File: src/design/fdip_pkg.sv
`timescale 1ns / 1ps
// ----------------------------------------------------------------------------
// fdip_pkg: shared definitions for the decimal integer printer
// Character codes, power-of-ten table and controller/datapath bundles.
// ----------------------------------------------------------------------------
package fdip_pkg;

    localparam logic [7:0] C_CHR_PCT  = 8'h25;
    localparam logic [7:0] C_CHR_D    = 8'h64;
    localparam logic [7:0] C_CHR_I    = 8'h69;
    localparam logic [7:0] C_CHR_MIN  = 8'h2D;
    localparam logic [7:0] C_CHR_ZERO = 8'h30;
    localparam logic [7:0] C_CHR_NUL  = 8'h00;

    localparam int unsigned C_NUM_POW = 10;
    localparam int unsigned C_PIDX_W  = 4;
    localparam int unsigned C_THR_W   = 36;

    localparam logic [C_THR_W-1:0] C_POW10 [C_NUM_POW] = '{
        36'd1, 36'd10, 36'd100, 36'd1000, 36'd10000, 36'd100000,
        36'd1000000, 36'd10000000, 36'd100000000, 36'd1000000000
    };

    typedef struct packed {
        logic load;
        logic emit_pre;
        logic emit_body;
        logic emit_digit;
    } t_cmd;

    typedef struct packed {
        logic dec_lone;
        logic dec_pre;
        logic dec_num;
        logic job_num;
        logic last_digit;
        logic slot_free;
    } t_sts;

endpackage

File: src/design/fdip_ctrl.sv
`timescale 1ns / 1ps
// ----------------------------------------------------------------------------
// fdip_ctrl: sequencer for the decimal integer printer
// Steps one accepted item through prefix, body or digit beats.
// ----------------------------------------------------------------------------
module fdip_ctrl (
    input  logic           i_clk,
    input  logic           i_rst_n,
    input  logic           i_valid,
    output logic           o_ready,
    input  fdip_pkg::t_sts i_sts,
    output fdip_pkg::t_cmd o_cmd
);
    import fdip_pkg::*;

    localparam logic [1:0] ST_IDLE  = 2'd0;
    localparam logic [1:0] ST_PRE   = 2'd1;
    localparam logic [1:0] ST_BODY  = 2'd2;
    localparam logic [1:0] ST_DIGIT = 2'd3;

    logic [1:0] r_state;
    logic [1:0] n_state;

    always_ff @(posedge i_clk) begin
        if (!i_rst_n) begin
            r_state <= ST_IDLE;
        end else begin
            r_state <= n_state;
        end
    end

    assign o_ready = (r_state == ST_IDLE);

    always_comb begin
        n_state = r_state;
        o_cmd   = '0;
        unique case (r_state)
            ST_IDLE: begin
                if (i_valid) begin
                    o_cmd.load = 1'b1;
                    priority if (i_sts.dec_lone) begin
                        n_state = ST_IDLE;
                    end else if (i_sts.dec_pre) begin
                        n_state = ST_PRE;
                    end else if (i_sts.dec_num) begin
                        n_state = ST_DIGIT;
                    end else begin
                        n_state = ST_BODY;
                    end
                end
            end
            ST_PRE: begin
                if (i_sts.slot_free) begin
                    o_cmd.emit_pre = 1'b1;
                    n_state = i_sts.job_num ? ST_DIGIT : ST_BODY;
                end
            end
            ST_BODY: begin
                if (i_sts.slot_free) begin
                    o_cmd.emit_body = 1'b1;
                    n_state = ST_IDLE;
                end
            end
            ST_DIGIT: begin
                if (i_sts.slot_free) begin
                    o_cmd.emit_digit = 1'b1;
                    if (i_sts.last_digit) begin
                        n_state = ST_IDLE;
                    end
                end
            end
            default: begin
                n_state = ST_IDLE;
            end
        endcase
    end

endmodule

File: src/design/fdip_datapath.sv
`timescale 1ns / 1ps
// ----------------------------------------------------------------------------
// fdip_datapath: decode, digit extraction, count and output register
// Produces one output beat per emit command from the sequencer.
// ----------------------------------------------------------------------------
module fdip_datapath (
    input  logic                 i_clk,
    input  logic                 i_rst_n,
    input  fdip_pkg::t_cmd       i_cmd,
    output fdip_pkg::t_sts       o_sts,
    input  logic [7:0]           i_format_char,
    input  logic                 i_is_terminator,
    input  logic signed [31:0]   i_arg_value,
    input  logic                 i_ready,
    output logic                 o_valid,
    output logic [7:0]           o_out_char,
    output logic                 o_char_valid,
    output logic                 o_last,
    output logic                 o_done_res,
    output logic [31:0]          o_total_count
);
    import fdip_pkg::*;

    // job registers
    logic                r_pending;
    logic                r_term;
    logic                r_num;
    logic [7:0]          r_pre_char;
    logic [7:0]          r_char;
    logic [31:0]         r_rem;
    logic [C_PIDX_W-1:0] r_pidx;
    logic [31:0]         r_count;

    // output register
    logic                r_valid;
    logic [7:0]          r_out_char;
    logic                r_char_valid;
    logic                r_last;
    logic                r_done;
    logic [31:0]         r_total;

    logic                w_is_pct;
    logic                w_is_dec;
    logic                w_neg;
    logic [31:0]         w_arg;
    logic [31:0]         w_mag;
    logic [C_PIDX_W-1:0] w_ndig_m1;
    logic [31:0]         w_cnt_inc;
    logic [C_THR_W-1:0]  w_thr [C_NUM_POW];
    logic [3:0]          w_digit;
    logic [C_THR_W-1:0]  w_sub;
    logic                w_slot_free;

    assign w_arg    = i_arg_value;
    assign w_is_pct = (i_format_char == C_CHR_PCT);
    assign w_is_dec = (i_format_char == C_CHR_D) || (i_format_char == C_CHR_I);
    assign w_neg    = w_arg[31];
    assign w_mag    = w_neg ? (32'd0 - w_arg) : w_arg;

    always_comb begin
        w_ndig_m1 = '0;
        for (int p = 1; p < C_NUM_POW; p++) begin
            if ({4'd0, w_mag} >= C_POW10[p]) begin
                w_ndig_m1 = w_ndig_m1 + 4'd1;
            end
        end
    end

    // thresholds k * 10^p for the current digit place
    always_comb begin
        w_digit  = 4'd0;
        w_thr[0] = '0;
        for (int k = 1; k < C_NUM_POW; k++) begin
            w_thr[k] = C_POW10[r_pidx] * C_THR_W'(k);
            if ({4'd0, r_rem} >= w_thr[k]) begin
                w_digit = 4'(k);
            end
        end
        w_sub = w_thr[w_digit];
    end

    assign w_cnt_inc   = (r_count == 32'hFFFF_FFFF) ? r_count : (r_count + 32'd1);
    assign w_slot_free = !r_valid || i_ready;

    assign o_sts.dec_lone   = !i_is_terminator && !r_pending && w_is_pct;
    assign o_sts.dec_num    = !i_is_terminator && r_pending && w_is_dec;
    assign o_sts.dec_pre    = !i_is_terminator && r_pending
                              && ((w_is_dec && w_neg) || (!w_is_dec && !w_is_pct));
    assign o_sts.job_num    = r_num;
    assign o_sts.last_digit = (r_pidx == '0);
    assign o_sts.slot_free  = w_slot_free;

    // control state
    always_ff @(posedge i_clk) begin
        if (!i_rst_n) begin
            r_pending <= 1'b0;
            r_count   <= '0;
            r_valid   <= 1'b0;
        end else begin
            if (i_cmd.load) begin
                r_pending <= !i_is_terminator && !r_pending && w_is_pct;
            end
            priority if (i_cmd.emit_pre || i_cmd.emit_digit) begin
                r_count <= w_cnt_inc;
            end else if (i_cmd.emit_body) begin
                r_count <= r_term ? '0 : w_cnt_inc;
            end
            priority if (i_cmd.emit_pre || i_cmd.emit_body || i_cmd.emit_digit) begin
                r_valid <= 1'b1;
            end else if (i_ready) begin
                r_valid <= 1'b0;
            end
        end
    end

    // payload
    always_ff @(posedge i_clk) begin
        if (i_cmd.load) begin
            r_term     <= i_is_terminator;
            r_num      <= r_pending && w_is_dec;
            r_pre_char <= (r_pending && w_is_dec) ? C_CHR_MIN : C_CHR_PCT;
            r_char     <= (r_pending && w_is_pct) ? C_CHR_PCT : i_format_char;
            r_rem      <= w_mag;
            r_pidx     <= w_ndig_m1;
        end
        if (i_cmd.emit_digit) begin
            r_rem  <= r_rem - w_sub[31:0];
            r_pidx <= r_pidx - 4'd1;
        end
        priority if (i_cmd.emit_pre) begin
            r_out_char   <= r_pre_char;
            r_char_valid <= 1'b1;
            r_last       <= 1'b0;
            r_done       <= 1'b0;
            r_total      <= w_cnt_inc;
        end else if (i_cmd.emit_body) begin
            r_out_char   <= r_term ? C_CHR_NUL : r_char;
            r_char_valid <= !r_term;
            r_last       <= 1'b1;
            r_done       <= r_term;
            r_total      <= r_term ? r_count : w_cnt_inc;
        end else if (i_cmd.emit_digit) begin
            r_out_char   <= C_CHR_ZERO + {4'd0, w_digit};
            r_char_valid <= 1'b1;
            r_last       <= (r_pidx == '0);
            r_done       <= 1'b0;
            r_total      <= w_cnt_inc;
        end
    end

    assign o_valid       = r_valid;
    assign o_out_char    = r_out_char;
    assign o_char_valid  = r_char_valid;
    assign o_last        = r_last;
    assign o_done_res    = r_done;
    assign o_total_count = r_total;

endmodule

File: src/design/format_decimal_integer_printer.sv
`timescale 1ns / 1ps
// ----------------------------------------------------------------------------
// format_decimal_integer_printer: %d / %i style format string printer
// Takes one format byte plus a signed argument per input beat and emits
// the printed characters, one per output beat, with a running count.
//
// Input channel i_valid / o_ready carries format_char, is_terminator and
// arg_value. Output channel o_valid / i_ready carries out_char, char_valid,
// last, done_res and total_count. A terminator beat yields one done beat
// with the final count and starts a new string.
// An item is taken only when the sequencer is idle; its results then
// leave at one beat per cycle from the output register while the
// receiver keeps up. A number item yields an optional '-' and up to ten
// digits, one digit place per cycle through the power-of-ten compare
// unit; a plain byte yields one beat (two after a pending '%'), a lone
// '%' none. The next item may be accepted while the last beat of the
// previous one still waits in the output register. A stalled receiver
// holds the output register and pauses the sequencer. Reset clears the
// sequencer, the pending '%', the count and the output valid.
// ----------------------------------------------------------------------------
module format_decimal_integer_printer (
    input  logic               i_clk,
    input  logic               i_rst_n,
    input  logic               i_valid,
    output logic               o_ready,
    input  logic [7:0]         i_format_char,
    input  logic               i_is_terminator,
    input  logic signed [31:0] i_arg_value,
    output logic               o_valid,
    input  logic               i_ready,
    output logic [7:0]         o_out_char,
    output logic               o_char_valid,
    output logic               o_last,
    output logic               o_done_res,
    output logic [31:0]        o_total_count
);
    import fdip_pkg::*;

    t_cmd w_cmd;
    t_sts w_sts;

    fdip_ctrl u_ctrl (
        .i_clk   (i_clk),
        .i_rst_n (i_rst_n),
        .i_valid (i_valid),
        .o_ready (o_ready),
        .i_sts   (w_sts),
        .o_cmd   (w_cmd)
    );

    fdip_datapath u_dp (
        .i_clk           (i_clk),
        .i_rst_n         (i_rst_n),
        .i_cmd           (w_cmd),
        .o_sts           (w_sts),
        .i_format_char   (i_format_char),
        .i_is_terminator (i_is_terminator),
        .i_arg_value     (i_arg_value),
        .i_ready         (i_ready),
        .o_valid         (o_valid),
        .o_out_char      (o_out_char),
        .o_char_valid    (o_char_valid),
        .o_last          (o_last),
        .o_done_res      (o_done_res),
        .o_total_count   (o_total_count)
    );

    a_one_cmd: assert property (@(posedge i_clk) disable iff (!i_rst_n)
        $onehot0({w_cmd.load, w_cmd.emit_pre, w_cmd.emit_body, w_cmd.emit_digit}))
        else $error("more than one command in a cycle");

    a_emit_free: assert property (@(posedge i_clk) disable iff (!i_rst_n)
        (w_cmd.emit_pre || w_cmd.emit_body || w_cmd.emit_digit) |-> w_sts.slot_free)
        else $error("beat issued into an occupied output register");

    a_done_shape: assert property (@(posedge i_clk) disable iff (!i_rst_n)
        (o_valid && o_done_res) |-> (o_last && !o_char_valid))
        else $error("done beat not marked last or carries a character");

    a_emit_valid: assert property (@(posedge i_clk) disable iff (!i_rst_n)
        (w_cmd.emit_pre || w_cmd.emit_body || w_cmd.emit_digit) |=> o_valid)
        else $error("issued beat not presented");

endmodule

File: config.mk
export PLATFORM = sky130hd
export DESIGN_NAME = format_decimal_integer_printer
export DESIGN_NICKNAME = d
export VERILOG_FILES = /design/src/design/fdip_pkg.sv /design/src/design/fdip_ctrl.sv /design/src/design/fdip_datapath.sv /design/src/design/format_decimal_integer_printer.sv
export SDC_FILE = /design/constraint.sdc
export NUM_CORES = 1
export LEC_CHECK = 0
export ABC_AREA = 1
export BUFFER_PORTS_ARGS = -buffer_cell sky130_fd_sc_hd__buf_2
export CAP_MARGIN = 10
export CORE_MARGIN = 5
export CORE_UTILIZATION = 25
export DETAILED_ROUTE_END_ITERATION = 6
export GPL_TIMING_DRIVEN = 0
export PLACE_DENSITY = 0.4
export SETUP_SLACK_MARGIN = 0.02
export SYNTH_ARGS = -nofsm -noshare
export SYNTH_HDL_FRONTEND = slang
export SYNTH_SLANG_ARGS = --single-unit
File: constraint.sdc
create_clock -name i_clk -period 12.12 [get_ports i_clk]
set_clock_uncertainty 0.2 [all_clocks]
set_input_delay 2.424 -clock i_clk [delete_from_list [all_inputs] [get_ports i_clk]]
set_output_delay 2.424 -clock i_clk [all_outputs]
set_load 0.01 [all_outputs]
# --- After elaboration in Yosys (flattened, before gate mapping) ---
# Memory sizes are Yosys's and may differ from the RTL's.
# Cells that the tools add are included.
word_totals:
  mem_bits_ro: 576
  in_bits: 45
  n_memories: 1
  word_cells: 162
  ff_bits: 133
op_classes:
  mux: 65
  magnitude_cmp: 20
  reduce_logical: 29
  n_eq_ne: 12
  bitwise_logic: 2
  addsub: 13
  n_mul: 5
mem_list:
  columns: ["memory", "words", "width", "rd", "rd_ports_with_merged_regs", "wr", "line", "text"]
  rows:
  - ["(no name shown)", 16, 36, 1, 0, 0, "fdip_datapath.sv:74", "w_thr[k] = C_POW10[r_pidx] * C_THR_W'(k);"]
ops:
  columns: ["op", "n"]
  rows:
  - ["$mux W32", 13]
  - ["$ge A32 B36 Y1", 9]
  - ["$bmux W36 S4", 1]
  - ["$mul A36 B3 Y36 const B", 2]
  - ["$mux W36", 2]
  - ["$mux W4", 13]
  - ["$mul A36 B2 Y35 const B", 1]
  - ["$mul A36 B2 Y36 const B", 1]
  - ["$mul A36 B4 Y36 const B", 1]
  - ["$add A32 B1 Y32 const B", 1]
  - ["$eq A32 B32 Y1 const B", 1]
  - ["$ge A32 B10 Y1 const B", 1]
  - ["$ge A32 B14 Y1 const B", 1]
  - ["$ge A32 B17 Y1 const B", 1]
  - ["$ge A32 B20 Y1 const B", 1]
  - ["$ge A32 B24 Y1 const B", 1]
  - ["$ge A32 B27 Y1 const B", 1]
  - ["$ge A32 B30 Y1 const B", 1]
  - ["$ge A32 B4 Y1 const B", 1]
  - ["$ge A32 B7 Y1 const B", 1]
  - ["$mux W8", 4]
  - ["$sub A1 B32 Y32 const A", 1]
  - ["$sub A32 B32 Y32", 1]
  - ["$add A4 B1 Y4 const B", 7]
  - ["other kinds (23)", 79]

# --- Logic depth before layout (Yosys ltp) ---
# Gate-level depths: netlist (run 1).
logic_depth:
  ltp_word: 22
  mapped_depth: 68
  mapped_depth_nobuf: 66

# --- Hierarchy ---
# From an unflattened synthesis (run 1), not the netlist that was laid out.
unflattened:
  hier_cells: 3413
  hier_area_um2: 22581.7
by_module_without_submodules:
  columns: ["module", "instances", "area_each_um2", "cells_each"]
  rows:
  - ["fdip_datapath", 1, 22399.0, 3381]
  - ["fdip_ctrl", 1, 182.7, 32]

# --- Worst setup path after synthesis (run 1) ---
# No wires, ideal clock.
synth_path:
  path_type: "reg-to-reg"
  start: "register u_dp.r_pidx[0]"
  end: "register u_dp.r_rem[30], data pin"
  arrival_time_ps: 9025
  path_buffers: 3
  period_less_slack_ps: 9479
  setup_slack_ps: 2641
  setup_ps: 254
  stages_incl_launch_ff: 66
  cell_sequence: "edfxtp_1 buf_2 inv_1 ha_1 inv_1 nor2_1 inv_1 fa_1 inv_1 ha_1 fa_1 nand3_1 nor2_1 nor2_1 o211ai_1 nand3_1 nand2_1 nand2_1 [30 not listed] nand2_1 nand2_1 nand2_1 nand3_1 nand2_1 nand3_1 nand2_1 a21oi_1 o21ai_0 nand2_1 nand2_1 a21oi_1 o21ai_0 nand2_1 nand2_1 nand2_1 nand3_1 nand2_1"
synth_between:
  elab_chain_cells: 20
synth_rtl:
  columns: ["element", "line", "text"]
  rows:
  - ["start, declared", "fdip_datapath.sv:31", "logic [C_PIDX_W-1:0] r_pidx;"]
  - ["start signal, assigned", "fdip_datapath.sv:124", "r_pidx <= w_ndig_m1;"]
  - ["start signal, assigned", "fdip_datapath.sv:128", "r_pidx <= r_pidx - 4'd1;"]
  - ["$not A4 Y5 (implied by the code) *", "fdip_datapath.sv:74", null]
  - ["$mem_v2 Z16 W36 *", null, null]
  - ["$mux W36 (implied by the code) * (2 in a row)", "fdip_datapath.sv:74", null]
  - ["branches (longest 11 deep; another with $mul A36 B2 Y36)", null, null]
  - ["$bmux W36 S4 *", "fdip_datapath.sv:79", "w_sub = w_thr[w_digit];"]
  - ["$mux W32 (implied by the code) * (2 in a row)", "fdip_datapath.sv:79", null]
  - ["$sub A32 B32 Y32 *", "fdip_datapath.sv:127", "r_rem <= r_rem - w_sub[31:0];"]
  - ["$mux W32 *", "fdip_datapath.sv:126", "if (i_cmd.emit_digit) begin"]
  - ["end signal, assigned", "fdip_datapath.sv:123", "r_rem <= w_mag;"]
  - ["end signal, assigned", "fdip_datapath.sv:127", null]
  - ["end, declared", "fdip_datapath.sv:30", "logic [31:0] r_rem;"]
# Mark *: on every way between the ends. The select of a mux whose other input is x is not followed.
# A chain may end at the register's enable or synchronous reset.

# --- Final worst setup path (run 1) ---
layout_path:
  start: "register u_dp.r_pidx[0]"
  end: "register u_dp.r_rem[25], data pin"
# The elaborated chain is that of the path after synthesis.

==> impl_metrics.env, run 1 <==
export IMPL_nFillCells=10100
export IMPL_hpwl_um=80500
export IMPL_drt_pass1_iterations=5
export IMPL_placed_area_mm2=0.0246
export IMPL_synth_area_mux_share_pct=0.133
export IMPL_crit_path_frequent_cell="nand2_1"
export IMPL_powerDensity_mw_per_mm2=315
export IMPL_r2r_end="u_dp.r_rem[25]"
export IMPL_max_freq_ghz=0.0883
export IMPL_critPathLaunchType="flop"
export IMPL_end_kind="flop"
export IMPL_core_mm2=0.0899
export IMPL_track_usage_pct=19.2
export IMPL_power_mw=8.06
export IMPL_clock_tree_root_cell="clkbuf_16"
export IMPL_postCtsHoldBufs=0
export IMPL_hp_class="flop to flop"
export IMPL_yosys_area_share_adder_pct=24.8
export IMPL_p_leak_nw=12.2
export IMPL_synth_edf_count=86
export IMPL_finalWorstSetupSlack_ps=795
export IMPL_cts_made_buffers=17
export IMPL_dieWidth_um=311
export IMPL_crit_arrival_ps=11240
export IMPL_grt_max_degree=25
export IMPL_drive_above_1_share_pct=9.00
export IMPL_synth_top_area_share_pct=23.0
export IMPL_synthSimpleGateAreaFrac_pct=31.9
export IMPL_synth_top_family_by_area="simple AND/OR/NAND/NOR gates"
export IMPL_dieArea_mm2=0.0966
export IMPL_finalMaxSlewViolations=0
export IMPL_synthCells=3403
export IMPL_synth_area_top_cells="ha_1 (23%), nand2_1 (15%), edfxtp_1 (11%)"
export IMPL_drv_cap=0
export IMPL_drt_vias_per_instance=4.95
export IMPL_antenna_found_initial=0
export IMPL_first_global_vias=22800
export IMPL_max_slew_margin_pct=19.1
export IMPL_start_util_pct=25.2
export IMPL_path_delay_family="compound AO/OA/AOI/OAI gates"
export IMPL_async_flop_share_pct=0
export IMPL_synth_flop_cell="edfxtp_1"
export IMPL_dp_cells=4675
export IMPL_grt_remaining_overflow=0
export IMPL_cts_tree="built"
export IMPL_cts_sinks=125
export IMPL_fin_crit_sh_pct=93.4
export IMPL_hold_end="u_dp.r_count[16]"
export IMPL_syn_area_mm2=0.0226
export IMPL_gp_congestion=0.950
export IMPL_cp_max_fo=10
export IMPL_post_route_util_pct=28.4
export IMPL_ir_drop_mv=0.133
export IMPL_clk_latency_ps=440
export IMPL_reg2reg_from="u_dp.r_pidx[0]"
export IMPL_post_synth_num_cell_types=62
export IMPL_area_delta_synth_final_pct=13.0
export IMPL_grt_setup_unrepaired="false"
export IMPL_post_route_cell_area_mm2=0.0256
export IMPL_drc_errors=0
export IMPL_finalNonFillerCells=4721
export IMPL_period_minus_slack_ps=11320
export IMPL_rrSetupSlack_ps=800
export IMPL_timing_critical_path_from="u_dp.r_pidx[0]"
export IMPL_clock_path_buffers=2
export IMPL_nets=4013
export IMPL_synth_most_common_cell="nand2_1"
export IMPL_synth_xor_area_share_pct=5.30
export IMPL_slowest_delay_ps=490
export IMPL_grt_pass1_wl_um=144000
export IMPL_io_pins=90
export IMPL_worstPathRequired_ps=12030
export IMPL_path_buf_inv=10
export IMPL_r2r_cells=56
export IMPL_clk_pin_slew_ps=60
export IMPL_slowest_stage="fa_1"
export IMPL_setup_viol=0
export IMPL_yosysTopAreaCell="ha_1"
export IMPL_antenna_cells=0
export IMPL_synth_seq_cells=125
export IMPL_synth_compound_area_share_pct=15.2
export IMPL_post_place_ws_ps=-2030
export IMPL_htreeDepth=4
export IMPL_synth_area_per_cell_um2=6.65
export IMPL_outcome="completed"
export IMPL_path_class="flop to flop"
export IMPL_rows=110
export IMPL_seq_area_frac_synth_pct=14.9
export IMPL_num_vias=23400
export IMPL_hold_start="u_dp.r_count[16]"
export IMPL_yosys_warnings=0
export IMPL_avgRoutedWirePerCell_um=20.5
export IMPL_synth_common_cells="nand2_1 (895), ha_1 (416), inv_1 (343)"
export IMPL_die_h_um=311
export IMPL_hold_violations=0
export IMPL_worstMarginPinSlew_ps=1210
export IMPL_totalWireLength_um=96600
export IMPL_ant_nets=0
export IMPL_hold_depth=2
export IMPL_numPortBuffers=88
export IMPL_dr_first_iter_drc_count=1826
## power by group
group	internal, mW	leakage, nW	total, mW	switching, mW
combinational	2.22	10.8	6.73	4.52
clock	0.294	0.288	0.528	0.235
sequential	0.615	1.15	0.802	0.187
## kinds of logic after synthesis
family	after synthesis
AO/OA/AOI/OAI	624
XOR/XNOR	136
adder cells (fa/ha/maj)	436
buffers and inverters	442
flip-flops	125
multiplexers	3
other	1
AND/OR/NAND/NOR	1636
## layer usage
metal / wire, µm / track usage (%) / share of wire [%]
met5: 0 / 0 / 0
met4: 1710 / 3.83 / 1.8
met3: 3790 / 1.58 / 3.9
met2: 45700 / 33.1 / 47
met1: 45400 / 26.3 / 47
## flip-flops by register name, summed over array words and instances (netlist names), 2 cells and up
register,flops
u_dp.o_total_count,32
u_dp.r_char,8
u_dp.r_pidx,4
u_ctrl.r_state,2
u_dp.o_out_char,8
u_dp.r_rem,32
u_dp.r_count,32
## what timing repair did
action,CTS,global route
pin swaps,0,4
resized for setup,27,33
cloned,0,0
setup endpoints to repair,26,17
buffers inserted,2,12
## cell type report
class                           count  area (µm²)  share of cell area, %
Clock inverter                     15         170                  0.666
Sequential cell                   125        3360                   13.2
Buffer                             78         395                   1.55
Multi-Input combinational cell   2838       17700                   69.3
Clock buffer                       17         425                   1.66
Timing Repair Buffer              109         638                   2.50
Inverter                          363        1390                   5.44
Tap cell                         1176        1470                   5.75
## layout by cell type (no fill, tap or decap), types with 17 or more instances in the layout
cell	n
nand2_1	894
ha_1	416
inv_1	338
a21oi_1	304
nor2_1	272
nand3_1	222
o21ai_0	157
buf_2	105
xor2_1	86
edfxtp_1	86
nand4_1	68
xnor2_1	47
clkbuf_1	42
dfxtp_1	39
o21ai_1	36
nor3_1	34
nand2_2	30
buf_4	26
nor4_1	21
fa_1	20
o211ai_1	18
nand3_2	17
clkbuf_16	17
## worst max path at each step
stage / end / slack, ps / cells past startpoint
after floorplan: u_dp.r_rem[30] / 2640 / 65
after global placement: u_dp.r_rem[25] / -2050 / 47
after detailed placement: u_dp.r_rem[25] / -2030 / 47
after CTS: u_dp.r_rem[25] / 30 / 59
after global routing: u_dp.r_rem[25] / 30 / 61
final: u_dp.r_rem[25] / 800 / 56
## per-stage QoR
step	hold WS, ps	setup TNS (ps)
after floorplan	245	0
after global placement	261	-30050
after detailed placement	270	-29620
after CTS	279	0
after global routing	293	0
final	278	0
## worst register-to-register path, delay by kind of cell, from the launching register on
family | cells | cell delay, ps
AO/OA/AOI/OAI | 16 | 3280
XOR/XNOR | 2 | 570
adder cells (fa/ha/maj) | 5 | 1890
buffers and inverters | 10 | 1720
flip-flops | 1 | 360
AND/OR/NAND/NOR | 23 | 2960
(Power assumes the default switching activity.)
==> run 2: changes to the inputs <==
- CELL_PAD_IN_SITES_DETAIL_PLACEMENT: default -> 0
- CELL_PAD_IN_SITES_GLOBAL_PLACEMENT: default -> 1
- PLACE_DENSITY: 0.4 -> 0.51
==> run 2 against run 1 <==
Effect of this change:
- die area unchanged
- register-to-register slack worse by 220 ps
- via count about the same
- fmax down 1.9%
- sequential share of layout area about the same
- hold slack worse by 10 ps
- count of clock-buffer cells in the layout up 1
- non-clock buffer count up 7
- combinational power up 1%
- sequential power up 0.5%
==> impl_metrics.env, run 2 (synthesized netlist as in run 1, its figures left out) <==
export IMPL_routed_top_layer="met4"
export IMPL_antenna_found_initial=0
export IMPL_fin_crit_sh_pct=95.2
export IMPL_hp_class="flop to flop"
export IMPL_reg2reg_from="u_dp.r_pidx[3]"
export IMPL_clk_pin_slew_ps=70
export IMPL_finalSetupTns_ps=0
export IMPL_htreeDepth=4
export IMPL_outcome="completed"
export IMPL_grt_setup_unrepaired="false"
export IMPL_worstPathRequired_ps=12100
export IMPL_placed_area_mm2=0.0247
export IMPL_hpwl_um=83600
export IMPL_grt_max_degree=39
export IMPL_cts_tree="built"
export IMPL_slowest_delay_ps=500
export IMPL_track_usage_pct=20.0
export IMPL_cts_sinks=125
export IMPL_ir_drop_mv=0.152
export IMPL_nets=4020
export IMPL_drv_cap=0
export IMPL_max_freq_ghz=0.0867
export IMPL_drive_above_1_share_pct=9.12
export IMPL_postCtsHoldBufs=0
export IMPL_timing_critical_path_from="u_dp.r_pidx[3]"
export IMPL_hold_depth=2
export IMPL_gp_congestion=0.893
export IMPL_first_global_vias=23500
export IMPL_clock_path_buffers=2
export IMPL_die_h_um=311
export IMPL_max_slew_margin_pct=18.1
export IMPL_area_delta_synth_final_pct=13.3
export IMPL_period_minus_slack_ps=11540
export IMPL_num_vias=23400
export IMPL_layout_common_cells="nand2_1 (894), ha_1 (416), inv_1 (337)"
export IMPL_hold_violations=0
export IMPL_routed_wl_met2_um=47000
export IMPL_dieArea_mm2=0.0966
export IMPL_whs_ps=267
export IMPL_hold_start="u_dp.r_count[31]"
export IMPL_end_kind="flop"
export IMPL_drt_pass1_iterations=6
export IMPL_power_mw=8.17
export IMPL_cp_max_fo=17
export IMPL_crit_path_frequent_cell="nand2_1"
export IMPL_dr_first_iter_drc_count=1489
export IMPL_cts_made_buffers=17
export IMPL_slowest_stage="fa_1"
export IMPL_powerDensity_mw_per_mm2=319
export IMPL_routed_wl_met3_um=3220
export IMPL_worstMarginPinSlew_ps=1230
export IMPL_routedLengthMet1_um=47400
export IMPL_crit_arrival_ps=11520
export IMPL_p_leak_nw=12.2
export IMPL_clk_latency_ps=430
export IMPL_critPathLaunchType="flop"
export IMPL_core_mm2=0.0899
export IMPL_clock_tree_root_cell="clkbuf_16"
export IMPL_post_route_cell_area_mm2=0.0256
export IMPL_setup_viol=0
export IMPL_numPortBuffers=88
export IMPL_r2r_cells=54
export IMPL_post_place_ws_ps=-2160
export IMPL_finalWorstSetupSlack_ps=580
export IMPL_start_util_pct=25.2
export IMPL_final_common_cell="nand2_1"
export IMPL_rows=110
export IMPL_grt_remaining_overflow=0
export IMPL_dieWidth_um=311
export IMPL_grt_pass1_wl_um=148000
export IMPL_drc_errors=0
export IMPL_finalMaxSlewViolations=0
export IMPL_path_class="flop to flop"
export IMPL_avgRoutedWirePerCell_um=21.2
export IMPL_totalWireLength_um=100000
export IMPL_drt_vias_per_instance=4.94
export IMPL_io_pins=90
export IMPL_ant_nets=0
export IMPL_nFillCells=10200
==> run 2: cell count changes in the layout (fill, tap and decap cells not counted), moves of 2 or more <==
cell / delta
clkbuf_4: +2
o21ai_1: -2
buf_4: +3
buf_6: +2
nor2_2: -2
inv_4: -2
inv_8: -2
o21ai_0: +2
clkinv_4: +4
==> run 2: layout make-up <==
cell class	count	area (µm²)	share of cell area (%)
buffer	78	402	1.57
tap	1176	1470	5.74
clock buffer	18	429	1.67
multi-input combinational	2838	17700	69.0
inverter	363	1390	5.43
antenna	1	2.50	0.00976
timing repair buffer	116	714	2.79
clock inverter	14	175	0.683
sequential	125	3360	13.1
==> run 2: stage by stage <==
stage,instances,utilization (%)
floorplan,3405,-
global placement,4669,27.3
detailed placement,4677,27.5
CTS,4710,28.2
global route,4728,28.5
finish,4729,28.5
==> run 2: repair_timing <==
item / in CTS / in global routing
buffers inserted: 2 / 18
gates resized for setup: 26 / 34
pin swaps: 0 / 5
setup endpoints to repair: 26 / 17
==> run 2: worst paths after layout <==
path,endpoint,slack (ps)
worst min register to register,u_dp.r_count[31],270
worst max-delay path,u_dp.r_rem[29],580
worst min-delay path,u_dp.r_count[31],270
worst max register to register,u_dp.r_rem[29],580
==> run 2: report_power, final <==
part           switching (mW)  internal [mW]  total, mW
registers               0.191          0.615      0.806
logic                    4.60           2.23       6.83
clock network           0.228          0.311      0.540
==> run 2: critical path, delay by kind of cell, from the launching register on <==
kind	cells	cell delay, ps
AOI/OAI and AO/OA	23	5250
xor gates and xnor gates	1	270
adders and majority gates	4	1520
buffers and inverters	6	1330
DFF	1	340
and+or+nand+nor	20	2310
==> run 2: metal layers <==
metal / vias to the layer above / GRT usage [%]
met5: - / 0
met3: 99 / 1.36
met1: 10900 / 27.1
li1: 11900 / -
met4: 0 / 5.10
met2: 462 / 34.5
